$ cat config.mk
export PLATFORM = sky130hd
export DESIGN_NAME = fixed_point_bearing_atan2_unit_flat
export DESIGN_NICKNAME = d
export VERILOG_FILES = /design/src/sv/bat_pkg.sv /design/src/sv/bat_if.sv /design/src/sv/bat_prep.sv /design/src/sv/bat_div_stage.sv /design/src/sv/bat_poly.sv /design/src/sv/bat_fold.sv /design/src/sv/fixed_point_bearing_atan2_unit.sv /design/src/flat_wrapper.sv
export SDC_FILE = /design/constraint.sdc
export NUM_CORES = 2
export LEC_CHECK = 0
export BUFFER_PORTS_ARGS = -buffer_cell sky130_fd_sc_hd__clkbuf_2
export CORE_UTILIZATION = 45
export CTS_CLUSTER_DIAMETER = 40
export DETAILED_ROUTE_END_ITERATION = 6
export GPL_TIMING_DRIVEN = 0
export REMOVE_ABC_BUFFERS = 1
export SLEW_MARGIN = 15
export SYNTH_ARGS = -nofsm -noshare
export SYNTH_HDL_FRONTEND = slang
export SYNTH_SLANG_ARGS = --single-unit
$ cat constraint.sdc
create_clock -name clk -period 15 [get_ports clk]
set_clock_uncertainty 0.1 [all_clocks]
set_input_delay 0.75 -clock clk [delete_from_list [all_inputs] [get_ports clk]]
set_output_delay 0.75 -clock clk [all_outputs]
set_load 0.02 [all_outputs]
$ cat src/sv/bat_pkg.sv
// Package with the shared types, constants and divider step of the bearing unit.
package bat_pkg;

  localparam int DATA_W = 16;
  localparam int MAG_W = 15;
  localparam int QUO_W = 15;
  localparam int REM_W = 16;
  localparam int BITS_PER_STAGE = 3;
  localparam int DIV_STAGES = QUO_W / BITS_PER_STAGE;
  localparam int Q_SHIFT = 14;

  localparam logic [13:0] ATAN_C0 = 14'h2800;
  localparam logic [14:0] ATAN_MID = 15'h1333;
  localparam logic [11:0] ATAN_K = 12'hB00;

  localparam logic [1:0] IDX_EAST = 2'd0;
  localparam logic [1:0] IDX_SOUTH = 2'd1;
  localparam logic [1:0] IDX_WEST = 2'd2;

  localparam logic [15:0] EAST_RESET = 16'd16384;
  localparam logic [15:0] SOUTH_RESET = 16'd32768;
  localparam logic [15:0] WEST_RESET = 16'd49152;

  // Kinds of axis-aligned offsets that bypass the arctangent path.
  localparam logic [1:0] KIND_NORTH = 2'd0;
  localparam logic [1:0] KIND_SOUTH = 2'd1;
  localparam logic [1:0] KIND_EAST = 2'd2;
  localparam logic [1:0] KIND_WEST = 2'd3;

  typedef struct packed {
    logic       axis;
    logic [1:0] kind;
    logic       swapped;
    logic       dx_neg;
    logic       dy_neg;
  } bat_ctl_t;

  typedef struct packed {
    logic [REM_W-1:0] rem;
    logic [QUO_W-1:0] quo;
    logic [MAG_W-1:0] den;
  } bat_div_t;

  typedef struct packed {
    logic [DATA_W-1:0] east;
    logic [DATA_W-1:0] south;
    logic [DATA_W-1:0] west;
  } bat_codes_t;

  // One restoring division step: one quotient bit, then the remainder doubles.
  function automatic bat_div_t div_step(bat_div_t d);
    bat_div_t r;
    r = d;
    if (d.rem >= {1'b0, d.den}) begin
      r.rem = d.rem - {1'b0, d.den};
      r.quo = {d.quo[QUO_W-2:0], 1'b1};
    end else begin
      r.quo = {d.quo[QUO_W-2:0], 1'b0};
    end
    r.rem = {r.rem[REM_W-2:0], 1'b0};
    return r;
  endfunction

endpackage

$ cat src/sv/bat_if.sv
// Valid/ready channel interfaces for the offset input and the bearing output.
interface bat_in_if;
  logic               valid;
  logic               ready;
  logic signed [15:0] delta_x;
  logic signed [15:0] delta_y;
  modport source(output valid, delta_x, delta_y, input ready);
  modport sink(input valid, delta_x, delta_y, output ready);
endinterface

interface bat_out_if;
  logic        valid;
  logic        ready;
  logic [15:0] bearing;
  modport source(output valid, bearing, input ready);
  modport sink(input valid, bearing, output ready);
endinterface

$ cat src/sv/bat_prep.sv
// First stage: saturation, magnitudes, axis detection and operand swap.
module bat_prep import bat_pkg::*; (
  input  logic               clk,
  input  logic               rst,
  input  logic               advance,
  input  logic               valid_in,
  input  logic signed [15:0] delta_x,
  input  logic signed [15:0] delta_y,
  output logic               valid,
  output bat_ctl_t           ctl,
  output bat_div_t           div
);

  logic signed [15:0] sx, sy;
  logic [MAG_W-1:0]   ax, ay;
  bat_ctl_t           ctl_next;
  bat_div_t           div_next;

  always_comb begin
    sx = (delta_x == 16'sh8000) ? -16'sd32767 : delta_x;
    sy = (delta_y == 16'sh8000) ? -16'sd32767 : delta_y;
    ax = sx[15] ? MAG_W'(-sx) : sx[MAG_W-1:0];
    ay = sy[15] ? MAG_W'(-sy) : sy[MAG_W-1:0];
    ctl_next.dx_neg = sx[15];
    ctl_next.dy_neg = sy[15];
    ctl_next.swapped = ax > ay;
    ctl_next.axis = (sx == 16'sd0) || (sy == 16'sd0);
    if (sx == 16'sd0) begin
      ctl_next.kind = (sy > 16'sd0) ? KIND_NORTH : KIND_SOUTH;
    end else begin
      ctl_next.kind = sx[15] ? KIND_WEST : KIND_EAST;
    end
    div_next.quo = '0;
    div_next.rem = {1'b0, ctl_next.swapped ? ay : ax};
    div_next.den = ctl_next.swapped ? ax : ay;
  end

  always_ff @(posedge clk) begin
    if (rst) begin
      valid <= 1'b0;
    end else if (advance) begin
      valid <= valid_in;
    end
  end

  always_ff @(posedge clk) begin
    if (advance) begin
      ctl <= ctl_next;
      div <= div_next;
    end
  end

endmodule

$ cat src/sv/bat_div_stage.sv
// One stage of the pipelined divider, producing three quotient bits.
module bat_div_stage import bat_pkg::*; (
  input  logic     clk,
  input  logic     rst,
  input  logic     advance,
  input  logic     valid_in,
  input  bat_ctl_t ctl_in,
  input  bat_div_t div_in,
  output logic     valid,
  output bat_ctl_t ctl,
  output bat_div_t div
);

  bat_div_t div_next;

  always_comb begin
    div_next = div_in;
    for (int i = 0; i < BITS_PER_STAGE; i++) begin
      div_next = div_step(div_next);
    end
  end

  always_ff @(posedge clk) begin
    if (rst) begin
      valid <= 1'b0;
    end else if (advance) begin
      valid <= valid_in;
    end
  end

  always_ff @(posedge clk) begin
    if (advance) begin
      ctl <= ctl_in;
      div <= div_next;
    end
  end

endmodule

$ cat src/sv/bat_poly.sv
// Two multiply stages of the quadratic arctangent polynomial in Q14.
module bat_poly import bat_pkg::*; (
  input  logic             clk,
  input  logic             rst,
  input  logic             advance,
  input  logic             valid_in,
  input  bat_ctl_t         ctl_in,
  input  logic [QUO_W-1:0] quo_in,
  output logic             valid,
  output bat_ctl_t         ctl,
  output logic [15:0]      angle
);

  logic [14:0]      diff;
  logic [26:0]      prod1_next;
  logic             valid1;
  bat_ctl_t         ctl1;
  logic [26:0]      prod1;
  logic [QUO_W-1:0] quo1;
  logic [13:0]      corr;
  logic [13:0]      coef;
  logic [28:0]      prod2;

  always_comb begin
    diff = (quo_in > ATAN_MID) ? quo_in - ATAN_MID : ATAN_MID - quo_in;
    prod1_next = 27'(diff) * 27'(ATAN_K);
    corr = {1'b0, prod1[26:Q_SHIFT]};
    coef = ATAN_C0 - corr;
    prod2 = 29'(coef) * 29'(quo1);
  end

  always_ff @(posedge clk) begin
    if (rst) begin
      valid1 <= 1'b0;
      valid <= 1'b0;
    end else if (advance) begin
      valid1 <= valid_in;
      valid <= valid1;
    end
  end

  always_ff @(posedge clk) begin
    if (advance) begin
      ctl1 <= ctl_in;
      prod1 <= prod1_next;
      quo1 <= quo_in;
      ctl <= ctl1;
      angle <= {1'b0, prod2[28:Q_SHIFT]};
    end
  end

endmodule

$ cat src/sv/bat_fold.sv
// Output stage: octant fold, axis answers and the output register.
module bat_fold import bat_pkg::*; (
  input  logic        clk,
  input  logic        rst,
  input  logic        advance,
  input  logic        valid_in,
  input  bat_ctl_t    ctl_in,
  input  logic [15:0] angle,
  input  bat_codes_t  codes,
  output logic        valid,
  output logic [15:0] bearing
);

  logic [15:0] bearing_next;

  always_comb begin
    if (ctl_in.axis) begin
      case (ctl_in.kind)
        KIND_NORTH: bearing_next = 16'd0;
        KIND_SOUTH: bearing_next = codes.south;
        KIND_EAST:  bearing_next = codes.east;
        KIND_WEST:  bearing_next = codes.west;
        default:    bearing_next = 16'd0;
      endcase
    end else begin
      case ({ctl_in.dx_neg, ctl_in.dy_neg})
        2'b00:   bearing_next = ctl_in.swapped ? codes.east - angle : angle;
        2'b01:   bearing_next = ctl_in.swapped ? codes.east + angle : codes.south - angle;
        2'b10:   bearing_next = ctl_in.swapped ? codes.west + angle : 16'd0 - angle;
        2'b11:   bearing_next = ctl_in.swapped ? codes.west - angle : codes.south + angle;
        default: bearing_next = angle;
      endcase
    end
  end

  always_ff @(posedge clk) begin
    if (rst) begin
      valid <= 1'b0;
    end else if (advance) begin
      valid <= valid_in;
    end
  end

  always_ff @(posedge clk) begin
    if (advance) begin
      bearing <= bearing_next;
    end
  end

endmodule

$ cat src/sv/fixed_point_bearing_atan2_unit.sv
// Top level of the fixed-point compass bearing unit.
// An accepted offset passes through the preparation stage, the divider, the polynomial multiplies and the fold stage.
// Throughput is one transaction per cycle; a stall on the output freezes every stage.
// The depth is set by the five-stage restoring divider plus the two polynomial multiplies.
// Reset is synchronous and active high; it empties the pipeline and restores the
// east, south and west codes to a quarter, half and three quarter turn.
module fixed_point_bearing_atan2_unit import bat_pkg::*; (
  input  logic        clk,
  input  logic        rst,
  input  logic        cfg_we,
  input  logic [1:0]  cfg_index,
  input  logic [15:0] cfg_data,
  bat_in_if.sink      offset,
  bat_out_if.source   result
);

  // Direction registers. Writes must arrive only while the pipeline is empty; the
  // block does not enforce this. The output stage reads them directly.
  bat_codes_t codes;

  always_ff @(posedge clk) begin
    if (rst) begin
      codes.east <= EAST_RESET;
      codes.south <= SOUTH_RESET;
      codes.west <= WEST_RESET;
    end else if (cfg_we) begin
      case (cfg_index)
        IDX_EAST:  codes.east <= cfg_data;
        IDX_SOUTH: codes.south <= cfg_data;
        IDX_WEST:  codes.west <= cfg_data;
        default:   codes <= codes;
      endcase
    end
  end

  // The whole pipeline moves together. It advances whenever the output register
  // is empty or its transaction is being taken, so an item can enter every cycle.
  logic        advance;
  logic        out_valid;
  logic [15:0] out_bearing;

  assign advance = !out_valid || result.ready;
  assign offset.ready = advance;
  assign result.valid = out_valid;
  assign result.bearing = out_bearing;

  // Index zero of these arrays is the preparation stage; the rest are divider stages.
  logic     div_valid [0:DIV_STAGES];
  bat_ctl_t div_ctl   [0:DIV_STAGES];
  bat_div_t div_st    [0:DIV_STAGES];

  bat_prep u_prep (
    .clk      (clk),
    .rst      (rst),
    .advance  (advance),
    .valid_in (offset.valid),
    .delta_x  (offset.delta_x),
    .delta_y  (offset.delta_y),
    .valid    (div_valid[0]),
    .ctl      (div_ctl[0]),
    .div      (div_st[0])
  );

  // The quotient of the smaller magnitude times 2^14 over the larger one is
  // resolved three bits per stage, most significant bit first.
  for (genvar s = 0; s < DIV_STAGES; s++) begin : g_div
    bat_div_stage u_div (
      .clk      (clk),
      .rst      (rst),
      .advance  (advance),
      .valid_in (div_valid[s]),
      .ctl_in   (div_ctl[s]),
      .div_in   (div_st[s]),
      .valid    (div_valid[s+1]),
      .ctl      (div_ctl[s+1]),
      .div      (div_st[s+1])
    );
  end

  logic        poly_valid;
  bat_ctl_t    poly_ctl;
  logic [15:0] poly_angle;

  bat_poly u_poly (
    .clk      (clk),
    .rst      (rst),
    .advance  (advance),
    .valid_in (div_valid[DIV_STAGES]),
    .ctl_in   (div_ctl[DIV_STAGES]),
    .quo_in   (div_st[DIV_STAGES].quo),
    .valid    (poly_valid),
    .ctl      (poly_ctl),
    .angle    (poly_angle)
  );

  // Offsets on an axis skip the arctangent result here and take zero for north
  // or their direction code; all others fold into their octant with wrapping sums.
  bat_fold u_fold (
    .clk      (clk),
    .rst      (rst),
    .advance  (advance),
    .valid_in (poly_valid),
    .ctl_in   (poly_ctl),
    .angle    (poly_angle),
    .codes    (codes),
    .valid    (out_valid),
    .bearing  (out_bearing)
  );

endmodule

$ cat src/flat_wrapper.sv
// flat-port wrapper written by rule: the top's interface ports become plain ports
module fixed_point_bearing_atan2_unit_flat import bat_pkg::*;
  (clk, rst, cfg_we, cfg_index, cfg_data, offset_valid, offset_delta_x, offset_delta_y, offset_ready, result_valid, result_bearing, result_ready);
  bat_in_if offset_i ();
  bat_out_if result_i ();
  input  logic clk;
  input  logic rst;
  input  logic cfg_we;
  input  logic [1:0] cfg_index;
  input  logic [15:0] cfg_data;
  input wire logic [$bits(offset_i.valid)-1:0] offset_valid;
  input wire logic [$bits(offset_i.delta_x)-1:0] offset_delta_x;
  input wire logic [$bits(offset_i.delta_y)-1:0] offset_delta_y;
  output wire logic [$bits(offset_i.ready)-1:0] offset_ready;
  output wire logic [$bits(result_i.valid)-1:0] result_valid;
  output wire logic [$bits(result_i.bearing)-1:0] result_bearing;
  input wire logic [$bits(result_i.ready)-1:0] result_ready;
  assign offset_i.valid = offset_valid;
  assign offset_i.delta_x = offset_delta_x;
  assign offset_i.delta_y = offset_delta_y;
  assign offset_ready = offset_i.ready;
  assign result_valid = result_i.valid;
  assign result_bearing = result_i.bearing;
  assign result_i.ready = result_ready;
  fixed_point_bearing_atan2_unit u_core (.clk(clk), .rst(rst), .cfg_we(cfg_we), .cfg_index(cfg_index), .cfg_data(cfg_data), .offset(offset_i), .result(result_i));
endmodule
==> flow_summary_export.csv <==
group,metric,value,unit
clocking,clk_latency,0.63,ns
synthesis,synth.largest_area_cell,"edfxtp_1",
worst_hold_path,holdPathEnd,"u_core.u_prep.valid",
floorplanning,rows,105,
timing,worstMarginPinSlew,1.15,ns
timing,clock.fmax,0.104,GHz
global_routing,grt_max_degree,87,
place,portBuffers,72,
clocking,h-tree-depth,2,
worst_setup_path,arrival,9.83,ns
synthesis,synth_common_cells,"ha_1, inv_1, nand2_1, edfxtp_1, nor2_1",
global_routing,grt_overflow_total,0,
global_routing,grt_use_total,20.9,%
run_status,status,"completed",
floorplanning,dieHeight,292,µm
clocking,cts_made_buffers,56,
worst_hold_path,hold_class,"in2reg",
worst_hold_path,holdCritStartpoint,"offset_valid",
synthesis,ys_types,95,
synthesis,synth_seq_area_share,27.0,%
synthesis,synth_edf_count,302,
timing,maxSlewViolCount,0,
cells_and_area,finalCoreUtilization,50.0,%
synthesis,synth-seq-cells,359,
timing,hold_viol,0,
worst_setup_path,critPathMaxFanout,22,
clocking,cts_setup_buffers,0,
worst_setup_path,start_kind,"flop",
synthesis,synth_area,37700,µm²
worst_setup_path,endpoint_kind,"flop",
floorplanning,start_util,45.8,%
cells_and_area,area_growth,9.37,%
routing,post-route-drc-count,0,
floorplanning,ios,73,
cells_and_area,final_layout_size_suffix_gt1_share,9.11,%
place,dpl.hpwl,70200,µm
global_routing,grt_pass1_wl,146000,µm
routing,wire_per_inst,17.0,µm
timing,fin_crit_sh,63.9,%
clocking,hold_buffers,0,
synthesis,ys.flop_type,"edfxtp_1",
synthesis,synth_area_leaders,"edfxtp_1, ha_1, fa_1, xnor2_1, inv_1",
timing,rsz0062_at_grt,"false",
routing,drt_wl_total,89300,µm
timing,max_slew_margin,22.9,%
floorplanning,die_x,292,µm
routing,vias_per_cell,5.53,
cells_and_area,num_antenna_cells,0,
run,drv_cap,0,
worst_setup_path,r2r-start,"u_core.g_div[0].u_div.div[0]",
floorplanning,core_area,82500,µm²
worst_setup_path,r2r_setup_slack,5.42,ns
global_routing,antenna_found_initial,0,
clocking,clkSinkCount,359,
clocking,ctsResizeCount,0,
clocking,cts-root-buf,"clkbuf_16",
timing,setup_viol,0,
floorplanning,die_area,85000,µm²
global_routing,grt_pass1_vias,28000,
cells_and_area,nets,4817,
routing,drt_iter0_markers,1628,
routing,drtAntennaViolNets,0,
clocking,tritoncts,"built",
worst_setup_path,r2r_cells,27,
synthesis,synth_top_area_share,24.0,%
synthesis,synth_most_common_cell,"ha_1",
clocking,clk_path_buf_depth,3,
synthesis,syn_inst,4121,
worst_setup_path,r2r-end,"u_core.g_div[1].u_div.div[45]",
routing,drt-pass1-iter-count,7,
worst_setup_path,cp.required,15.25,ns
worst_hold_path,hold_path_depth,3,
synthesis,async_flop_share,0,%
routing,num_vias,29100,
synthesis,postSynthAreaPerCell,9.16,µm²
timing,setup_tns,0,ns
place,place_congestion,0.900,
synthesis,yosysWarnings,0,
worst_setup_path,critPathKind,"reg2reg",
timing,fin_crit,9.58,ns
clocking,path_clk_slew,0.06,ns
## worst max-delay path, cell delays in order (launching register included)
cell and delay, ns:
edfxtp_1 0.53, inv_1 0.26, fa_1 0.52, a211oi_1 0.32
o21ai_0 0.21, a31oi_1 0.40, a21o_1 0.63, inv_1 0.32
o211ai_1 0.20, nand2_1 0.11, ha_1 0.24, or3_1 0.35
a311o_1 0.32, a211oi_1 0.36, nor3_1 0.12, o21ai_0 0.21
and2_1 0.63, mux2_2 0.43, ha_1 0.33, a21o_1 0.17
a21oi_1 0.21, nor2_1 0.08, a211oi_1 0.34, a21boi_0 0.19
o21a_1 0.24, o41ai_1 0.62, o21ai_2 0.40, a221o_1 0.44
## through the flow
stage                     instance area (µm²)  instances  setup WS (ns)  hold WS (ns)
final                                   41300       5254           5.42         0.239
after global routing                    41300       5254           4.61         0.225
after CTS                               41300       5253           5.48         0.208
after detailed placement                39300       5149           5.48         0.305
after global placement                  38900       5132           1.43         0.301
after floorplan                         37200       3990           5.35         0.300
## cells by family (layout without fill, tap and decap cells)
family | Yosys count | in the layout | share of synthesized area (%)
AOI/OAI and AO/OA | 960 | 960 | 16.5
xor gates and xnor gates | 295 | 295 | 6.85
adders and majority gates | 624 | 624 | 24.2
buffers and inverters | 554 | 617 | 5.65
DFF | 359 | 359 | 27.0
muxes | 173 | 173 | 5.34
and+or+nand+nor | 1156 | 1156 | 14.4
## worst max path at each step
stage | start | endpoint | slack [ns]
floorplan | result_ready | u_core.g_div[0].u_div.ctl[0] | 5.35
global placement | result_ready | u_core.g_div[3].u_div.div[13] | 1.43
detailed placement | u_core.u_poly.prod1[14] | u_core.u_poly.angle[12] | 5.48
CTS | u_core.u_poly.prod1[14] | u_core.u_poly.angle[12] | 5.48
global route | u_core.g_div[0].u_div.div[0] | u_core.g_div[1].u_div.div[45] | 4.61
finish | u_core.g_div[0].u_div.div[0] | u_core.g_div[1].u_div.div[45] | 5.42
## flip-flops by register name, indices dropped and copies added, names as in the netlist
name,count
u_core.g_div.u_div.valid,5
u_core.u_poly.valid1,1
u_core.u_poly.quo1,15
u_core.g_div.u_div.div,165
u_core.u_poly.prod1,13
u_core.u_poly.ctl,6
u_core.u_poly.ctl1,6
u_core.u_fold.bearing,16
u_core.g_div.u_div.ctl,30
u_core.u_prep.ctl,6
u_core.codes,48
u_core.u_fold.valid,1
u_core.u_poly.valid,1
u_core.u_prep.valid,1
u_core.u_prep.div,30
u_core.u_poly.angle,15
## final cells by class
type	instances	area [µm²]
clock inverters	44	532
well taps	1070	1340
inverters	423	1590
fillers	7781	41200
clock buffers	60	1430
flip-flops and latches	359	10200
repair buffers	90	663
multi-input cells	3208	25500
## placed cells by master (no fill, tap or decap), types with 71 or more instances in the layout
cell type and count:
ha_1 449, inv_1 418, nand2_1 397, edfxtp_1 302
nor2_1 283, a21oi_1 283, o21ai_0 195, xnor2_1 186
fa_1 175, mux2_2 114, xor2_1 100, and2_1 98
a21o_1 88, nor3_1 86, clkbuf_2 71
## per-layer routing
metal  track usage (%)  wire length [µm]  vias to the layer above
met5                 0                 0                        -
met4              4.74              1700                        0
met3              2.38              3740                       98
met2              34.3             40800                      526
met1              29.4             43000                    13900
li1                  -                 -                    14600
Power is left out: the tool's default activity adds up to more than one toggle a clock period on the data nets, which glitch-free logic cannot reach.
